**src/rtl/core/lcs_pkg.sv**
```systemverilog
`default_nettype none
// ----------------------------------------------------------------------------
// LED chaser sequencer package
// Shared widths, codes, reset values, types and the LED pattern function.
// ----------------------------------------------------------------------------
package lcs_pkg;

    localparam int unsigned KIND_W     = 2;
    localparam int unsigned MS_W       = 12;
    localparam int unsigned LED_W      = 4;
    localparam int unsigned PAT_W      = 2;
    localparam int unsigned SPEED_W    = 3;
    localparam int unsigned POS_W      = 2;
    localparam int unsigned CFG_IDX_W  = 3;
    localparam int unsigned LEVEL_NUM  = 5;

    // Input item kinds
    localparam logic [KIND_W-1:0] KIND_TICK  = 2'd0;
    localparam logic [KIND_W-1:0] KIND_PRESS = 2'd1;
    localparam logic [KIND_W-1:0] KIND_SPEED = 2'd2;

    // Pattern selections
    localparam logic [PAT_W-1:0] PAT_LEFT  = 2'd0;
    localparam logic [PAT_W-1:0] PAT_RIGHT = 2'd1;
    localparam logic [PAT_W-1:0] PAT_ALT   = 2'd2;

    // Speed levels
    localparam logic [SPEED_W-1:0] SPEED_MIN   = 3'd0;
    localparam logic [SPEED_W-1:0] SPEED_MAX   = 3'd4;
    localparam logic [SPEED_W-1:0] SPEED_RESET = 3'd2;

    // Duration register indexes
    localparam logic [CFG_IDX_W-1:0] REG_LEVEL0 = 3'd0;
    localparam logic [CFG_IDX_W-1:0] REG_LEVEL1 = 3'd1;
    localparam logic [CFG_IDX_W-1:0] REG_LEVEL2 = 3'd2;
    localparam logic [CFG_IDX_W-1:0] REG_LEVEL3 = 3'd3;
    localparam logic [CFG_IDX_W-1:0] REG_LEVEL4 = 3'd4;

    localparam logic [MS_W-1:0] LEVEL0_RESET = 12'd1000;
    localparam logic [MS_W-1:0] LEVEL1_RESET = 12'd500;
    localparam logic [MS_W-1:0] LEVEL2_RESET = 12'd250;
    localparam logic [MS_W-1:0] LEVEL3_RESET = 12'd125;
    localparam logic [MS_W-1:0] LEVEL4_RESET = 12'd62;

    localparam logic [LED_W-1:0] LED_FIRST = 4'b0001;
    localparam logic [LED_W-1:0] LED_LAST  = 4'b1000;
    localparam logic [LED_W-1:0] LED_EVEN  = 4'b0101;
    localparam logic [LED_W-1:0] LED_ODD   = 4'b1010;

    typedef logic [MS_W-1:0] step_ms_t;
    typedef step_ms_t [LEVEL_NUM-1:0] level_table_t;

    typedef struct packed {
        logic              valid;
        logic [KIND_W-1:0] kind;
        logic              pin_level;
    } lcs_event_t;

    typedef struct packed {
        logic [LED_W-1:0]   leds;
        logic [PAT_W-1:0]   pattern_index;
        logic [SPEED_W-1:0] speed_index;
    } lcs_result_t;

    function automatic logic [LED_W-1:0] leds_for(input logic [PAT_W-1:0] pat,
                                                 input logic [POS_W-1:0] pos);
        logic [LED_W-1:0] led;
        led = LED_FIRST;
        case (pat)
            PAT_LEFT:  led = LED_FIRST << pos;
            PAT_RIGHT: led = LED_LAST >> pos;
            default:   led = pos[0] ? LED_ODD : LED_EVEN;
        endcase
        return led;
    endfunction

endpackage
`default_nettype wire

```
**src/rtl/core/led_chaser_sequencer_core.sv**
```systemverilog
`default_nettype none
// ----------------------------------------------------------------------------
// LED chaser sequencer core
// Four-LED chaser driven by millisecond ticks and button events.
// ----------------------------------------------------------------------------
// Usage:
//   s_ channel: one event per transfer; s_kind selects a millisecond tick,
//   a pattern-button press or a speed-button level sample (s_pin_level).
//   m_ channel: one result per event, the LED drive, pattern and speed
//   selection as they stand after that event.
//   cfg_ channel: writes the five step-duration registers (ms per step);
//   always ready, and writes to an index above four are dropped. A new
//   duration is used from the start of the following step.
// Order: an event passes the input register, then the result register.
// Throughput: one event per cycle while m_ready is high; the state update
//   is a single pass of short logic between the input and result registers.
// Reset: aresetn clears both register stages and restores the register
//   defaults, speed level two, pattern zero and LED pattern 0001.
// Stall: when m_ready is low the result register holds; the input register
//   then fills and s_ready falls until the result is taken.
// ----------------------------------------------------------------------------
module led_chaser_sequencer_core (
    input  wire logic                              aclk,
    input  wire logic                              aresetn,
    // Event channel
    input  wire logic                              s_valid,
    output logic                                   s_ready,
    input  wire logic [lcs_pkg::KIND_W-1:0]        s_kind,
    input  wire logic                              s_pin_level,
    // Result channel
    output logic                                   m_valid,
    input  wire logic                              m_ready,
    output logic [lcs_pkg::LED_W-1:0]              m_leds,
    output logic [lcs_pkg::PAT_W-1:0]              m_pattern_index,
    output logic [lcs_pkg::SPEED_W-1:0]            m_speed_index,
    // Configuration channel
    input  wire logic                              cfg_valid,
    output logic                                   cfg_ready,
    input  wire logic [lcs_pkg::CFG_IDX_W-1:0]     cfg_index,
    input  wire logic [lcs_pkg::MS_W-1:0]          cfg_data
);

    logic                          in_valid_reg;
    logic [lcs_pkg::KIND_W-1:0]    in_kind_reg;
    logic                          in_pin_reg;
    logic                          out_valid_reg;
    lcs_pkg::lcs_result_t          out_reg;

    logic                          advance;
    lcs_pkg::lcs_event_t           evt;
    lcs_pkg::lcs_result_t          result;
    lcs_pkg::level_table_t         levels;

    // Advance the event into the engine whenever the result slot is free
    assign advance = in_valid_reg && (!out_valid_reg || m_ready);
    assign s_ready = !in_valid_reg || advance;

    assign evt.valid     = advance;
    assign evt.kind      = in_kind_reg;
    assign evt.pin_level = in_pin_reg;

    lcs_cfg_regs u_cfg (
        .aclk      (aclk),
        .aresetn   (aresetn),
        .cfg_valid (cfg_valid),
        .cfg_ready (cfg_ready),
        .cfg_index (cfg_index),
        .cfg_data  (cfg_data),
        .levels    (levels)
    );

    lcs_engine u_engine (
        .aclk    (aclk),
        .aresetn (aresetn),
        .evt     (evt),
        .levels  (levels),
        .result  (result)
    );

    // Input register: capture on transfer, drop once passed on
    always_ff @(posedge aclk) begin
        if (!aresetn) begin
            in_valid_reg <= 1'b0;
        end else if (s_valid && s_ready) begin
            in_valid_reg <= 1'b1;
        end else if (advance) begin
            in_valid_reg <= 1'b0;
        end
    end

    always_ff @(posedge aclk) begin
        if (s_valid && s_ready) begin
            in_kind_reg <= s_kind;
            in_pin_reg  <= s_pin_level;
        end
    end

    // Result register: load with the post-event state, hold while stalled
    always_ff @(posedge aclk) begin
        if (!aresetn) begin
            out_valid_reg <= 1'b0;
        end else if (advance) begin
            out_valid_reg <= 1'b1;
        end else if (m_ready) begin
            out_valid_reg <= 1'b0;
        end
    end

    always_ff @(posedge aclk) begin
        if (advance) begin
            out_reg <= result;
        end
    end

    assign m_valid         = out_valid_reg;
    assign m_leds          = out_reg.leds;
    assign m_pattern_index = out_reg.pattern_index;
    assign m_speed_index   = out_reg.speed_index;

endmodule
`default_nettype wire

```
**src/rtl/core/lcs_cfg_regs.sv**
```systemverilog
`default_nettype none
// ----------------------------------------------------------------------------
// LED chaser duration registers
// Five step-duration registers written through the configuration channel.
// ----------------------------------------------------------------------------
module lcs_cfg_regs (
    input  wire logic                           aclk,
    input  wire logic                           aresetn,
    input  wire logic                           cfg_valid,
    output logic                                cfg_ready,
    input  wire logic [lcs_pkg::CFG_IDX_W-1:0]  cfg_index,
    input  wire logic [lcs_pkg::MS_W-1:0]       cfg_data,
    output lcs_pkg::level_table_t               levels
);

    lcs_pkg::level_table_t levels_reg;

    assign cfg_ready = 1'b1;
    assign levels    = levels_reg;

    // Drop writes to indexes beyond the table
    always_ff @(posedge aclk) begin
        if (!aresetn) begin
            levels_reg[0] <= lcs_pkg::LEVEL0_RESET;
            levels_reg[1] <= lcs_pkg::LEVEL1_RESET;
            levels_reg[2] <= lcs_pkg::LEVEL2_RESET;
            levels_reg[3] <= lcs_pkg::LEVEL3_RESET;
            levels_reg[4] <= lcs_pkg::LEVEL4_RESET;
        end else if (cfg_valid) begin
            case (cfg_index)
                lcs_pkg::REG_LEVEL0: levels_reg[0] <= cfg_data;
                lcs_pkg::REG_LEVEL1: levels_reg[1] <= cfg_data;
                lcs_pkg::REG_LEVEL2: levels_reg[2] <= cfg_data;
                lcs_pkg::REG_LEVEL3: levels_reg[3] <= cfg_data;
                lcs_pkg::REG_LEVEL4: levels_reg[4] <= cfg_data;
                default: ;
            endcase
        end
    end

endmodule
`default_nettype wire

```
**src/rtl/core/lcs_engine.sv**
```systemverilog
`default_nettype none
// ----------------------------------------------------------------------------
// LED chaser sequencing engine
// Holds the chaser state and applies one event per cycle.
// ----------------------------------------------------------------------------
module lcs_engine (
    input  wire logic                  aclk,
    input  wire logic                  aresetn,
    input  wire lcs_pkg::lcs_event_t   evt,
    input  wire lcs_pkg::level_table_t levels,
    output lcs_pkg::lcs_result_t       result
);

    logic [lcs_pkg::PAT_W-1:0]   pattern_sel_reg,     pattern_sel_next;
    logic [lcs_pkg::SPEED_W-1:0] speed_sel_reg,       speed_sel_next;
    logic                        last_pin_reg,        last_pin_next;
    logic                        restart_pending_reg, restart_pending_next;
    logic [lcs_pkg::POS_W-1:0]   step_pos_reg,        step_pos_next;
    logic [lcs_pkg::MS_W-1:0]    elapsed_ms_reg,      elapsed_ms_next;
    logic [lcs_pkg::MS_W-1:0]    step_duration_reg,   step_duration_next;
    logic [lcs_pkg::LED_W-1:0]   led_drive_reg,       led_drive_next;

    logic [lcs_pkg::MS_W-1:0]    dur_eff;
    logic [lcs_pkg::MS_W-1:0]    elapsed_inc;
    logic [lcs_pkg::POS_W:0]     pos_inc;
    logic [lcs_pkg::POS_W:0]     steps;
    logic [lcs_pkg::POS_W-1:0]   new_pos;
    logic [lcs_pkg::MS_W-1:0]    level_sel;

    always_comb begin
        case (speed_sel_reg)
            3'd1:    level_sel = levels[1];
            3'd2:    level_sel = levels[2];
            3'd3:    level_sel = levels[3];
            3'd4:    level_sel = levels[4];
            default: level_sel = levels[0];
        endcase
    end

    assign dur_eff     = (step_duration_reg == '0) ? 12'd1 : step_duration_reg;
    assign elapsed_inc = elapsed_ms_reg + 12'd1;
    assign pos_inc     = {1'b0, step_pos_reg} + 3'd1;
    assign steps       = (pattern_sel_reg == lcs_pkg::PAT_ALT) ? 3'd2 : 3'd4;
    assign new_pos     = (restart_pending_reg || pos_inc >= steps) ? '0
                                                                   : pos_inc[1:0];

    always_comb begin
        pattern_sel_next     = pattern_sel_reg;
        speed_sel_next       = speed_sel_reg;
        last_pin_next        = last_pin_reg;
        restart_pending_next = restart_pending_reg;
        step_pos_next        = step_pos_reg;
        elapsed_ms_next      = elapsed_ms_reg;
        step_duration_next   = step_duration_reg;
        led_drive_next       = led_drive_reg;
        if (evt.valid) begin
            case (evt.kind)
                lcs_pkg::KIND_TICK: begin
                    if (elapsed_inc < dur_eff && elapsed_inc != '0) begin
                        elapsed_ms_next = elapsed_inc;
                    end else begin
                        // Start the next step, latching its duration
                        restart_pending_next = 1'b0;
                        step_pos_next        = new_pos;
                        elapsed_ms_next      = '0;
                        step_duration_next   = level_sel;
                        led_drive_next       = lcs_pkg::leds_for(pattern_sel_reg, new_pos);
                    end
                end
                lcs_pkg::KIND_PRESS: begin
                    pattern_sel_next = (pattern_sel_reg == lcs_pkg::PAT_ALT)
                                       ? lcs_pkg::PAT_LEFT : pattern_sel_reg + 2'd1;
                    restart_pending_next = 1'b1;
                end
                lcs_pkg::KIND_SPEED: begin
                    if (!evt.pin_level && last_pin_reg) begin
                        speed_sel_next = (speed_sel_reg == lcs_pkg::SPEED_MAX)
                                         ? lcs_pkg::SPEED_MIN : speed_sel_reg + 3'd1;
                        restart_pending_next = 1'b1;
                    end else if (evt.pin_level && !last_pin_reg) begin
                        speed_sel_next = (speed_sel_reg == lcs_pkg::SPEED_MIN)
                                         ? lcs_pkg::SPEED_MAX : speed_sel_reg - 3'd1;
                        restart_pending_next = 1'b1;
                    end
                    last_pin_next = evt.pin_level;
                end
                default: ;
            endcase
        end
    end

    always_ff @(posedge aclk) begin
        if (!aresetn) begin
            pattern_sel_reg     <= lcs_pkg::PAT_LEFT;
            speed_sel_reg       <= lcs_pkg::SPEED_RESET;
            last_pin_reg        <= 1'b1;
            restart_pending_reg <= 1'b0;
            step_pos_reg        <= '0;
            elapsed_ms_reg      <= '0;
            step_duration_reg   <= lcs_pkg::LEVEL2_RESET;
            led_drive_reg       <= lcs_pkg::LED_FIRST;
        end else begin
            pattern_sel_reg     <= pattern_sel_next;
            speed_sel_reg       <= speed_sel_next;
            last_pin_reg        <= last_pin_next;
            restart_pending_reg <= restart_pending_next;
            step_pos_reg        <= step_pos_next;
            elapsed_ms_reg      <= elapsed_ms_next;
            step_duration_reg   <= step_duration_next;
            led_drive_reg       <= led_drive_next;
        end
    end

    assign result.leds          = led_drive_next;
    assign result.pattern_index = pattern_sel_next;
    assign result.speed_index   = speed_sel_next;

endmodule
`default_nettype wire

```
**config.mk**
```make
export PLATFORM = sky130hd
export DESIGN_NAME = led_chaser_sequencer_core
export DESIGN_NICKNAME = d
export VERILOG_FILES = /design/src/rtl/core/lcs_pkg.sv /design/src/rtl/core/led_chaser_sequencer_core.sv /design/src/rtl/core/lcs_cfg_regs.sv /design/src/rtl/core/lcs_engine.sv
export SDC_FILE = /design/constraint.sdc
export NUM_CORES = 1
export LEC_CHECK = 0
export ABC_AREA = 1
export BUFFER_PORTS_ARGS = -buffer_cell sky130_fd_sc_hd__buf_2
export CAP_MARGIN = 20
export CORE_MARGIN = 2
export CORE_UTILIZATION = 40
export DETAILED_ROUTE_END_ITERATION = 8
export GPL_ROUTABILITY_DRIVEN = 0
export PLACE_DENSITY = 0.61
export SLEW_MARGIN = 20
export SYNTH_ARGS = -nofsm -noshare
export SYNTH_HDL_FRONTEND = slang
export SYNTH_HIERARCHICAL = 1
export SYNTH_SLANG_ARGS = --single-unit
```
**constraint.sdc**
```tcl
create_clock -name aclk -period 4.7 [get_ports aclk]
set_clock_uncertainty 0.15 [all_clocks]
set_input_delay 0.94 -clock aclk [delete_from_list [all_inputs] [get_ports aclk]]
set_output_delay 0.94 -clock aclk [all_outputs]
set_load 0.005 [all_outputs]
```
==> flow_summary.ini <==
[outcome]
status = complete, no violations

[clocking]
cts_tree = built
postCtsSetupRepairBufs = 0
cts_resized = 0
clk_pin_slew_worst_paths_ns = 0.07
clk_path_buf_depth = 2
cts_max_level = 3
cts_num_sinks = 111
numCtsBuffers = 9
clock-root-buffer = clkbuf_16
clock_latency_ns = 0.35
hold_buffers = 0

[worst_setup_path]
cp.depth = 19
crit_path_frequent_cell = nand2_1
path_delay_family = simple AND/OR/NAND/NOR gates
crit_type = reg -> reg
cpMaxStageDelayCell = dfxtp_1
worstPathCellList = ha_1 > nand3_2 > nor2_4 > nand2_1 > nand2_1 > nand2_2 > ha_1 > nand2_1 > inv_1 > nand3_1 > inv_1 > a21oi_1 > nand2_1 > inv_2 > nand2_4 > nand2_4 > inv_2 > nand2_1 > nand2_1
slowest_delay_ns = 0.53
required_ns = 4.66
startpoint_type = flop
cp_max_fo = 20
cp.arrival_ns = 3.09
critPathBufInv = 4
end_kind = flop
rr_worst_depth = 19
r2r_slack_ns = 1.58

[sta]
slew_headroom = 0.354
tightestPinTransition_ns = 0.966
rsz0062_at_grt = no
finalSetupViolCount = 0
hold_viol = 0
fin_crit_sh = 0.665
min_period_ns = 3.12
slew_viol_final = 0
timing.hold.ws_ns = 0.314
tns_ns = 0
max_freq_ghz = 0.320

[finish]
fin_nets = 870
largest_register_ffs = 60
multiInputGateArea_um2 = 2820
utilization = 0.449
antenna_cells = 0
seqCellArea_um2 = 2340
area_growth_pct = 9.43
drive_gt1_frac = 0.0873
final.fill_count = 1469

[synthesis]
yosys.area_share.xor_xnor = 0.00286
synth_edf_count = 12
synth_area_leaders = dfxtp_1 (35%), nand2_1 (14%), nand3_1 (9.1%)
synth_compound_area_frac = 0.0796
syn_area_um2 = 5690
ys_seq_area_frac = 0.412
ys_seq_elements = 111
yosysTopAreaCellShare = 0.348
async_flop_share = 0
yosysUniqueCellTypes = 39
synthAdderAreaFrac = 0.0607
synth_top_cell_by_area = dfxtp_1
synthMuxAreaShare = 0
synth-simple-area-share = 0.352
syn_area_per_cell_um2 = 7.07
syn-num-nets = 855
syn_inst = 805
yosys_warnings = 6
synth_top_flop_cell = dfxtp_1
synth_top_family_by_area = simple AND/OR/NAND/NOR gates

[global_route]
grt.total_usage = 0.182
grt_pass1_wl_um = 22000
grt_pass1_vias = 4551
antenna_found_initial = 0
grt_max_degree = 80
grt-ovfl-total = 0

[die]
initial_utilization = 0.410
num_rows = 43
ios = 35
die_w_um = 123
die_area_um2 = 15200
die_y_um = 123
core_area_um2 = 13900

[pwr]
p_sw_frac = 0.240
leakagePower_nw = 2.96
clkPwrFrac = 0.412
pwr-share-seq = 0.517
max-vdd-ir-drop_mv = 0.210
power.density_nw_per_um2 = 308
p_comb_frac = 0.071
p_int_mw = 1.46
p_sw_mw = 0.460

[worst_hold_path]
min_delay_path_depth = 2
hold_class = reg -> reg

[place]
dp_hpwl_um = 9140
io_buffers = 33

[routing]
wire_per_inst_um = 12.7
first_iter_violations = 344
ant_nets = 0
vias = 4940
wirelength_um = 12800
first_pass_iters = 5
via_per_inst = 4.92
drc = 0

[job]
max-cap-violations = 0
per-stage QoR:
stage               worst slack [ns]  cell area, um^2  total power [mW]  instances
finish                          1.58             6230              1.92       1005
global route                    1.23             6230              2.00       1005
CTS                             1.58             6230              1.95       1005
detailed placement              1.42             5920              1.15        989
global placement                1.46             5920              1.15        989
floorplan                       1.87             5690              1.11        805
tightest hold or removal path, cell delays in order, from the launching register on:
cell and delay [ns]:
dfxtp_1 0.33, nand2_1 0.05, nand3_1 0.05
power by group through the flow:
stage                     Clock [mW]  Combinational (mW)  Sequential, mW
after floorplan                    0              0.0945            1.01
after global placement             0               0.136            1.02
after CTS                      0.816               0.136           0.994
after detailed placement           0               0.136            1.02
final                          0.791               0.135           0.993
after global routing           0.847               0.156           0.997
cell usage after synthesis, types with 11 or more instances:
cell type and count:
dfxtp_1 99, nor2_1 110, nand2_1 219, nand3_1 103, a21oi_1 39, a22o_1 12
clkbuf_1 15, nand4_1 16, buf_4 11, edfxtp_1 12, ha_1 26, inv_1 84
path summary, 6_finish.rpt:
check	end	startpoint
worst min-delay path	u_cfg/levels[36]	u_cfg/levels[36]
worst min register to register	u_cfg/levels[36]	u_cfg/levels[36]
worst max register to register	m_leds[0]	u_engine/elapsed_ms_reg[0]
worst max-delay path	m_leds[0]	u_engine/elapsed_ms_reg[0]
cell type report:
cell class / count / share of cell area
sequential: 111 / 0.376
timing repair buffer: 38 / 0.0326
inverter: 88 / 0.0531
tap: 180 / 0.0362
multi-input combinational: 572 / 0.453
clock inverter: 5 / 0.0102
clock buffer: 11 / 0.0390
layout by cell type (no fill, tap or decap), drive strengths merged:
cell type | netlist | routed
a22o | 12 | 12
nand2 | 223 | 223
dfxtp | 99 | 99
nor2 | 117 | 117
a31oi | 1 | 1
a21oi | 40 | 40
nand3b | 2 | 2
clkinvlp | 0 | 1
inv | 86 | 89
a221oi | 1 | 1
or2 | 1 | 1
xnor2 | 1 | 1
fa | 1 | 1
o311a | 1 | 1
ha | 26 | 26
a22oi | 1 | 1
nor3 | 5 | 5
o21ai | 11 | 11
o22ai | 1 | 1
o21bai | 2 | 2
nand3 | 105 | 105
clkbuf | 15 | 11
o211ai | 1 | 1
edfxtp | 12 | 12
clkinv | 2 | 2
buf | 19 | 38
bufinv | 0 | 1
o32ai | 1 | 1
nand4 | 16 | 16
a211oi | 2 | 2
conb | 1 | 1
layer usage:
layer	part of all wire	global-route usage
met5	0	0
met4	0.014	0.0604
met3	0.044	0.0332
met2	0.46	0.298
met1	0.49	0.243
cells by family after synthesis:
group / count (synthesis)
AOI/OAI and AO/OA: 74
and+or+nand+nor: 469
buffers and inverters: 122
adders and majority gates: 27
other: 1
DFF: 111
xor gates and xnor gates: 1
No activity file was read; power rests on OpenSTA's default activity.
